$ cat config.mk
export PLATFORM = sky130hd
export DESIGN_NAME = raid_stripe_parity_disk_locator_unit_flat
export DESIGN_NICKNAME = d
export VERILOG_FILES = /design/src/rtl/core/rspdl_pkg.sv /design/src/rtl/core/rspdl_if.sv /design/src/rtl/core/raid_stripe_parity_disk_locator_unit.sv /design/src/flat_wrapper.sv
export VERILOG_INCLUDE_DIRS = /design/src /design/src/rtl/core
export SDC_FILE = /design/constraint.sdc
export NUM_CORES = 1
export LEC_CHECK = 0
export ABC_AREA = 1
export BUFFER_PORTS_ARGS = -buffer_cell sky130_fd_sc_hd__buf_2
export CORE_MARGIN = 4
export CORE_UTILIZATION = 35
export DETAILED_ROUTE_END_ITERATION = 6
export MAX_ROUTING_LAYER = met4
export PLACE_DENSITY = 0.56
export SYNTH_ARGS = -nofsm -noshare
export SYNTH_HDL_FRONTEND = slang
export SYNTH_SLANG_ARGS = --single-unit
$ cat constraint.sdc
create_clock -name clk -period 6.2 [get_ports clk]
set_clock_uncertainty 0.05 [all_clocks]
set_input_delay 1.24 -clock clk [delete_from_list [all_inputs] [get_ports clk]]
set_output_delay 1.24 -clock clk [all_outputs]
set_load 0.1 [all_outputs]
$ cat src/rtl/core/raid_stripe_parity_disk_locator_unit_defines.svh
// Assertion macros for the RAID stripe parity-disk locator.
// Included by the RTL files that carry concurrent checks; depends on nothing.
`ifndef RAID_STRIPE_PARITY_DISK_LOCATOR_UNIT_DEFINES_SVH
`define RAID_STRIPE_PARITY_DISK_LOCATOR_UNIT_DEFINES_SVH

`ifndef SYNTHESIS
// Check that holds outside reset.
`define RSPDL_ASSERT(lbl, prop, msg) \
  lbl: assert property (@(posedge clk) disable iff (!rst_n) prop) else $error(msg);
// Check that holds at every edge, reset included.
`define RSPDL_ASSERT_ALWAYS(lbl, prop, msg) \
  lbl: assert property (@(posedge clk) prop) else $error(msg);
`else
`define RSPDL_ASSERT(lbl, prop, msg)
`define RSPDL_ASSERT_ALWAYS(lbl, prop, msg)
`endif

`endif

$ cat src/rtl/core/rspdl_pkg.sv
// Shared constants and helpers for the RAID stripe parity-disk locator.
// Has no dependencies; used by the interfaces and the top level.
package rspdl_pkg;

  localparam int unsigned DATA_W        = 32;
  localparam int unsigned TAG_W         = 32;
  localparam int unsigned DISK_OUT_W    = 4;
  localparam int unsigned MAX_DISKS_DEF = 16;

  localparam logic [7:0] PRINT_LO = 8'h20;
  localparam logic [7:0] PRINT_HI = 8'h7E;

  // A word is text when all four of its bytes are printable ASCII.
  function automatic logic word_is_text(input logic [DATA_W-1:0] w);
    logic ok;
    ok = 1'b1;
    for (int k = 0; k < DATA_W / 8; k++) begin
      if (w[8*k +: 8] < PRINT_LO || w[8*k +: 8] > PRINT_HI) begin
        ok = 1'b0;
      end
    end
    return ok;
  endfunction

endpackage

$ cat src/rtl/core/rspdl_if.sv
// Valid/ready channel interfaces for the RAID stripe parity-disk locator.
// Depends on rspdl_pkg for field widths.
interface rspdl_in_if import rspdl_pkg::*; ();
  logic              valid;
  logic              ready;
  logic [DATA_W-1:0] data_word;
  logic              block_last;
  logic              disk_last;
  logic [TAG_W-1:0]  stripe_number;

  modport source (output valid, output data_word, output block_last,
                  output disk_last, output stripe_number, input ready);
  modport sink   (input valid, input data_word, input block_last,
                  input disk_last, input stripe_number, output ready);
endinterface

interface rspdl_out_if import rspdl_pkg::*; ();
  logic                  valid;
  logic                  ready;
  logic                  parity_found;
  logic [DISK_OUT_W-1:0] parity_disk;
  logic [TAG_W-1:0]      stripe_tag;

  modport source (output valid, output parity_found, output parity_disk,
                  output stripe_tag, input ready);
  modport sink   (input valid, input parity_found, input parity_disk,
                  input stripe_tag, output ready);
endinterface

$ cat src/rtl/core/raid_stripe_parity_disk_locator_unit.sv
// RAID stripe parity-disk locator, top level. Depends on rspdl_pkg, the
// channel interfaces in rspdl_if.sv and the assertion macro header.
//
// The block scans a RAID stripe that arrives as 32-bit words, one disk block
// after another, and names the disk that probably holds parity. For each disk
// block it tracks whether every word matches the block's first word (a uniform
// block) and whether every byte is printable ASCII 0x20..0x7E (a text block).
// On the last word of the last disk it emits one result: parity_found is set
// when no block was uniform and exactly one block was non-text, and
// parity_disk then gives that block's disk index (zero otherwise); stripe_tag
// echoes the stripe number of that final word. A single-word block counts as
// uniform. disk_last is only looked at on a word that also has block_last set.
// Disk indexes saturate at MAX_DISKS-1 and are reported in four bits.
// Throughput is one word per cycle: each accepted word lands in an input
// register, and one compare, a byte range check and the per-stripe update
// run between that register and the result register, which takes the result
// of a stripe's final word as that word leaves the input register. The input
// side keeps taking words while a finished result waits in the output
// register; it only stalls when a second result is due before the first one
// has been taken.

`include "raid_stripe_parity_disk_locator_unit_defines.svh"

module raid_stripe_parity_disk_locator_unit
  import rspdl_pkg::*;
#(
  parameter int unsigned MAX_DISKS = MAX_DISKS_DEF
) (
  input  logic         clk,
  input  logic         rst_n,
  rspdl_in_if.sink     in_ch,
  rspdl_out_if.source  out_ch
);

  localparam int unsigned DISK_W = $clog2(MAX_DISKS);
  localparam logic [DISK_W-1:0] DISK_LAST_IDX = DISK_W'(MAX_DISKS - 1);

  // Input register.
  logic              s_valid_r;
  logic [DATA_W-1:0] s_word_r;
  logic              s_blk_last_r;
  logic              s_dsk_last_r;
  logic [TAG_W-1:0]  s_stripe_r;

  // Per-block and per-stripe scan state.
  logic              at_start_r, at_start_nxt;
  logic [DATA_W-1:0] first_r, first_nxt;
  logic              uniform_r, uniform_nxt;
  logic              text_r, text_nxt;
  logic [DISK_W-1:0] disk_idx_r, disk_idx_nxt;
  logic [1:0]        nt_cnt_r, nt_cnt_nxt;
  logic [DISK_W-1:0] cand_r, cand_nxt;
  logic              saw_unif_r, saw_unif_nxt;

  // Result register.
  logic                  out_valid_r;
  logic                  out_found_r;
  logic [DISK_OUT_W-1:0] out_disk_r;
  logic [TAG_W-1:0]      out_tag_r;

  // Combinational view of the word in the input register.
  logic              uni_now;
  logic              text_now;
  logic              saw_blk;
  logic [1:0]        cnt_blk;
  logic [DISK_W-1:0] cand_blk;
  logic              found_blk;
  logic              makes_result;
  logic              advance;

  assign uni_now  = at_start_r | (uniform_r & (s_word_r == first_r));
  assign text_now = text_r & word_is_text(s_word_r);

  // What the stripe state looks like once this block has been closed.
  always_comb begin
    saw_blk  = saw_unif_r;
    cnt_blk  = nt_cnt_r;
    cand_blk = cand_r;
    if (uni_now) begin
      saw_blk = 1'b1;
    end else if (!text_now) begin
      if (nt_cnt_r != 2'd2) begin
        cnt_blk = nt_cnt_r + 2'd1;
      end
      cand_blk = disk_idx_r;
    end
  end

  assign found_blk = !saw_blk && (cnt_blk == 2'd1);

  // The stage moves on unless it would overwrite a result nobody has taken.
  assign makes_result = s_blk_last_r & s_dsk_last_r;
  assign advance      = s_valid_r & (!makes_result | !out_valid_r | out_ch.ready);
  assign in_ch.ready  = !s_valid_r | advance;

  always_comb begin
    at_start_nxt = at_start_r;
    first_nxt    = first_r;
    uniform_nxt  = uniform_r;
    text_nxt     = text_r;
    disk_idx_nxt = disk_idx_r;
    nt_cnt_nxt   = nt_cnt_r;
    cand_nxt     = cand_r;
    saw_unif_nxt = saw_unif_r;
    if (advance) begin
      if (!s_blk_last_r) begin
        at_start_nxt = 1'b0;
        first_nxt    = at_start_r ? s_word_r : first_r;
        uniform_nxt  = uni_now;
        text_nxt     = text_now;
      end else begin
        at_start_nxt = 1'b1;
        first_nxt    = '0;
        uniform_nxt  = 1'b1;
        text_nxt     = 1'b1;
        if (s_dsk_last_r) begin
          disk_idx_nxt = '0;
          nt_cnt_nxt   = 2'd0;
          cand_nxt     = '0;
          saw_unif_nxt = 1'b0;
        end else begin
          disk_idx_nxt = (disk_idx_r == DISK_LAST_IDX) ? disk_idx_r
                                                       : disk_idx_r + 1'b1;
          nt_cnt_nxt   = cnt_blk;
          cand_nxt     = cand_blk;
          saw_unif_nxt = saw_blk;
        end
      end
    end
  end

  always_ff @(posedge clk) begin
    if (!rst_n) begin
      s_valid_r   <= 1'b0;
      at_start_r  <= 1'b1;
      first_r     <= '0;
      uniform_r   <= 1'b1;
      text_r      <= 1'b1;
      disk_idx_r  <= '0;
      nt_cnt_r    <= 2'd0;
      cand_r      <= '0;
      saw_unif_r  <= 1'b0;
      out_valid_r <= 1'b0;
    end else begin
      if (in_ch.ready) begin
        s_valid_r <= in_ch.valid;
      end
      at_start_r <= at_start_nxt;
      first_r    <= first_nxt;
      uniform_r  <= uniform_nxt;
      text_r     <= text_nxt;
      disk_idx_r <= disk_idx_nxt;
      nt_cnt_r   <= nt_cnt_nxt;
      cand_r     <= cand_nxt;
      saw_unif_r <= saw_unif_nxt;
      if (advance && makes_result) begin
        out_valid_r <= 1'b1;
      end else if (out_ch.ready) begin
        out_valid_r <= 1'b0;
      end
    end
  end

  // Payload registers carry no reset.
  always_ff @(posedge clk) begin
    if (in_ch.ready && in_ch.valid) begin
      s_word_r     <= in_ch.data_word;
      s_blk_last_r <= in_ch.block_last;
      s_dsk_last_r <= in_ch.disk_last;
      s_stripe_r   <= in_ch.stripe_number;
    end
    if (advance && makes_result) begin
      out_found_r <= found_blk;
      out_disk_r  <= found_blk ? DISK_OUT_W'(cand_blk) : '0;
      out_tag_r   <= s_stripe_r;
    end
  end

  assign out_ch.valid        = out_valid_r;
  assign out_ch.parity_found = out_found_r;
  assign out_ch.parity_disk  = out_disk_r;
  assign out_ch.stripe_tag   = out_tag_r;

  `RSPDL_ASSERT(a_cnt_saturates, nt_cnt_r != 2'd3, "non-text count passed two")
  `RSPDL_ASSERT(a_disk_zero_when_missing, out_valid_r && !out_found_r |-> out_disk_r == '0, "parity_disk nonzero without parity_found")
  `RSPDL_ASSERT(a_stripe_state_cleared, advance && makes_result |=> disk_idx_r == '0 && nt_cnt_r == 2'd0 && !saw_unif_r, "stripe state not cleared after result")
  `RSPDL_ASSERT(a_block_restarts, advance && s_blk_last_r |=> at_start_r && uniform_r && text_r, "block state not restarted after last word")
  `RSPDL_ASSERT(a_disk_idx_range, disk_idx_r <= DISK_LAST_IDX, "disk index beyond MAX_DISKS-1")

endmodule

$ cat src/flat_wrapper.sv
// flat-port wrapper written by rule: the top's interface ports become plain ports
module raid_stripe_parity_disk_locator_unit_flat import rspdl_pkg::*;
#(
  parameter int unsigned MAX_DISKS = MAX_DISKS_DEF
)
  (clk, rst_n, in_ch_valid, in_ch_data_word, in_ch_block_last, in_ch_disk_last, in_ch_stripe_number, in_ch_ready, out_ch_valid, out_ch_parity_found, out_ch_parity_disk, out_ch_stripe_tag, out_ch_ready);
  rspdl_in_if in_ch_i ();
  rspdl_out_if out_ch_i ();
  input  logic clk;
  input  logic rst_n;
  input wire logic [$bits(in_ch_i.valid)-1:0] in_ch_valid;
  input wire logic [$bits(in_ch_i.data_word)-1:0] in_ch_data_word;
  input wire logic [$bits(in_ch_i.block_last)-1:0] in_ch_block_last;
  input wire logic [$bits(in_ch_i.disk_last)-1:0] in_ch_disk_last;
  input wire logic [$bits(in_ch_i.stripe_number)-1:0] in_ch_stripe_number;
  output wire logic [$bits(in_ch_i.ready)-1:0] in_ch_ready;
  output wire logic [$bits(out_ch_i.valid)-1:0] out_ch_valid;
  output wire logic [$bits(out_ch_i.parity_found)-1:0] out_ch_parity_found;
  output wire logic [$bits(out_ch_i.parity_disk)-1:0] out_ch_parity_disk;
  output wire logic [$bits(out_ch_i.stripe_tag)-1:0] out_ch_stripe_tag;
  input wire logic [$bits(out_ch_i.ready)-1:0] out_ch_ready;
  assign in_ch_i.valid = in_ch_valid;
  assign in_ch_i.data_word = in_ch_data_word;
  assign in_ch_i.block_last = in_ch_block_last;
  assign in_ch_i.disk_last = in_ch_disk_last;
  assign in_ch_i.stripe_number = in_ch_stripe_number;
  assign in_ch_ready = in_ch_i.ready;
  assign out_ch_valid = out_ch_i.valid;
  assign out_ch_parity_found = out_ch_i.parity_found;
  assign out_ch_parity_disk = out_ch_i.parity_disk;
  assign out_ch_stripe_tag = out_ch_i.stripe_tag;
  assign out_ch_i.ready = out_ch_ready;
  raid_stripe_parity_disk_locator_unit #(.MAX_DISKS(MAX_DISKS)) u_core (.clk(clk), .rst_n(rst_n), .in_ch(in_ch_i), .out_ch(out_ch_i));
endmodule
==> results.toml <==
[power_and_ir_drop]
p_per_area_mw_per_mm2 = 327.7
p_clk_frac = 0.462
p_leak_nw = 2.836
ir_drop_v = 0.0002242
seqPwrFrac = 0.481
switching_share = 0.2114
power_frac_comb = 0.057
p_int_w = 0.001870
p_switching_w = 0.0005014

[critical_path]
critPathLaunchType = "input pin"
r2r.worst_path.cells = 7
max_stage_delay_ns = 0.33
r2r_setup_slack_ns = 4.03
crit_path_frequent_cell = "buf_2"
critPathBufInv = 2
critPathMaxFanout = 3
endpoint = "in_ch_ready"
regToRegEndpoint = "u_core.first_r[18]"
cp_top_family = "buffers and inverters"
worstPathArrival_ns = 1.97
critPathSlowestCell = "buf_2"
required_ns = 4.91
critPathCaptureType = "output pin"
worstSetupPathType = "input pin to output pin"
reg2reg_from = "u_core.s_blk_last_r"
cp-startpoint = "out_ch_ready"
crit_cells = 4
crit_chain = "buf_2 > nor2_1 > nand4_1 > buf_2"

[detailed_routing]
postRouteAntennaNets = 0
wirelength_mm = 11.43
dr_total_vias = 3895
drc_errors = 0
wl_per_cell_um = 12.87
firstDrtPassIters = 5
routed_via_density = 4.386
drt_iter0_markers = 248

[yosys]
synth_fp_nets = 611
ys_seq_area_frac = 0.6963
synthMuxAreaShare = 0
synth_compound_area_frac = 0.05115
postSynthCellCount = 539
yosys_warnings = 0
synth_top_area_share = 0.5313
synth_xor_area_frac = 0.01805
synth_top_family_by_area = "simple AND/OR/NAND/NOR gates"
ys_ff_latch = 151
syn_avg_cell_area_um2 = 10.80
synth.distinct_cells = 32
synth-edff-count = 103
async_flop_share = 0
ys_top_cells_by_area = "edfxtp_1 53%, dfxtp_1 17%, nand2_1 11%, inv_1 3.9%, a21oi_1 3.1%"
yosys.area.top_type = "edfxtp_1"
synth_area_mm2 = 0.005822
synthAdderAreaFrac = 0.004298
synth-simple-area-share = 0.1767
synth_ff_type = "edfxtp_1"

[clocking]
insertion_delay_ns = 0.41
h-tree-depth = 4
root_buffer = "clkbuf_16"
cts-buffers-inserted = 17
hold_buffers = 0
tritoncts = "yes"
cts.sinks = 151
postCtsSetupRepairBufs = 0
clkTransAtPathRegs_ns = 0.06
clock_path_buffers = 2
post_cts_resized = 0

[sta]
max_freq_ghz = 0.3070
min_period_ns = 3.257
final-max-slew-violation-count = 0
hold_viol = 0
setup_viol = 0
rsz0062_at_grt = "no"
period_share = 0.5253
relSlewSlack = 0.2898
fin_tns_setup_ns = 0
tightest_slew_ns = 1.064

[global_route]
antenna_found_initial = 0
grt_usage = 0.1275
grt_pass1_wl_mm = 17.73
gr-usage-met1 = 0.1564
gr-total-overflow = 0
grt_max_degree = 43
grt_pass1_vias = 3716
grtUsageMet2 = 0.2016
grt_most_used_layer = "met2"
grt_use_met3 = 0.03713

[final_layout]
areaGrowthSynthToFinish_pct = 24.31
fillCellCount = 1529
final_util = 0.4491
diodes = 0
final_cell_count_no_fill = 888
final_cell_area_mm2 = 0.007237
layout-drive-gt1-share = 0.2530
nets = 731

[placement]
io_buffer_count = 108
gp_congestion = 0.8031
dp.cells = 856
hpwl_mm = 8.029
placed_area_mm2 = 0.006603

[worst_hold_path]
hp-class = "flop to flop"
min_from = "u_core.s_stripe_r[30]"
min_path_cells = 0

[die]
start_util = 0.3613
io_pins = 109
rows = 46
dieWidth_um = 137.0
die_area_mm2 = 0.01876
core_mm2 = 0.01612
die_y_um = 137.0

[status]
status = "complete, no violations"

[flow_run]
max_cap_viol_count = 0
cell usage in the layout, fill, tap and decap left out, types with 3 or more instances in the layout:
master	instances
nand3_1	11
buf_2	108
clkinv_1	3
a21oi_1	36
buf_4	3
nor2_2	9
clkbuf_16	17
o21ai_0	7
xnor2_1	11
bufinv_16	5
dfxtp_1	48
o21ai_1	9
inv_2	9
nand4_1	7
edfxtp_1	103
nor2_1	26
nand2_4	3
nor3_1	3
inv_1	60
nand2_1	167
nand2_2	5
metal layers:
metal	share of wire	routed length (um)
met5	0	0
met3	0.062	703
met2	0.46	5263
met1	0.47	5327
met4	0.011	131
flip-flops by register name, summed over array words and instances, names as in the netlist, 2 cells and up:
| signal | flops |
|---|---|
| u_core.cand_r | 4 |
| u_core.disk_idx_r | 4 |
| u_core.first_r | 32 |
| u_core.nt_cnt_r | 2 |
| u_core.out_ch.parity_disk | 4 |
| u_core.out_ch.stripe_tag | 32 |
| u_core.s_stripe_r | 32 |
| u_core.s_word_r | 32 |
metrics by stage:
stage | setup slack [ns] | hold WS [ns] | power (W)
floorplan | 2.153 | 0.3503 | 0.001250
global route | 2.877 | 0.3705 | 0.002454
finish | 2.943 | 0.3669 | 0.002371
global placement | 2.960 | 0.3502 | 0.001296
CTS | 2.942 | 0.3670 | 0.002403
detailed placement | 2.941 | 0.3545 | 0.001300
synthesized netlist by cell type (2+ instances only):
master	count
nand2_1	167
edfxtp_1	103
inv_1	61
dfxtp_1	48
a21oi_1	36
nor2_1	26
nand3_1	11
xnor2_1	11
nor2_2	9
o21ai_1	9
inv_2	8
nand4_1	7
o21ai_0	7
buf_2	6
nand2_2	5
nand2_4	3
nor3_1	3
a211oi_1	2
clkbuf_1	2
ha_1	2
nand3_2	2
power groups by stage:
stage               clock (W)  sequential (W)  combinational [W]
finish                0.00109         0.00114           0.000136
CTS                   0.00112         0.00114           0.000138
global route          0.00116         0.00115           0.000151
floorplan                   0         0.00119          0.0000624
detailed placement          0         0.00116           0.000138
global placement            0         0.00116           0.000135
worst min-delay path by stage:
stage,to
4_1_cts,u_core.out_ch.stripe_tag[31]
3_5_place_dp,u_core.out_ch.stripe_tag[20]
3_3_place_gp,u_core.out_ch.stripe_tag[8]
2_1_floorplan,u_core.out_ch.stripe_tag[0]
5_1_grt,u_core.out_ch.stripe_tag[15]
6_report,u_core.out_ch.stripe_tag[30]
kinds of logic after synthesis:
family / count (synthesis)
buffers and inverters: 79
xor gates and xnor gates: 12
adders and majority gates: 2
AOI/OAI and AO/OA: 57
and+or+nand+nor: 238
DFF: 151
layout make-up:
cell class / instances / area, um2 / area share
clock buffers: 18 / 429.2 / 0.05930
repair buffers: 111 / 563.0 / 0.07780
well taps: 216 / 270.3 / 0.03734
multi-input cells: 309 / 1456 / 0.2012
inverters: 69 / 259.0 / 0.03579
flip-flops and latches: 151 / 4054 / 0.5602
clock inverters: 14 / 205.2 / 0.02835
Power figures use the tool's default switching activity.
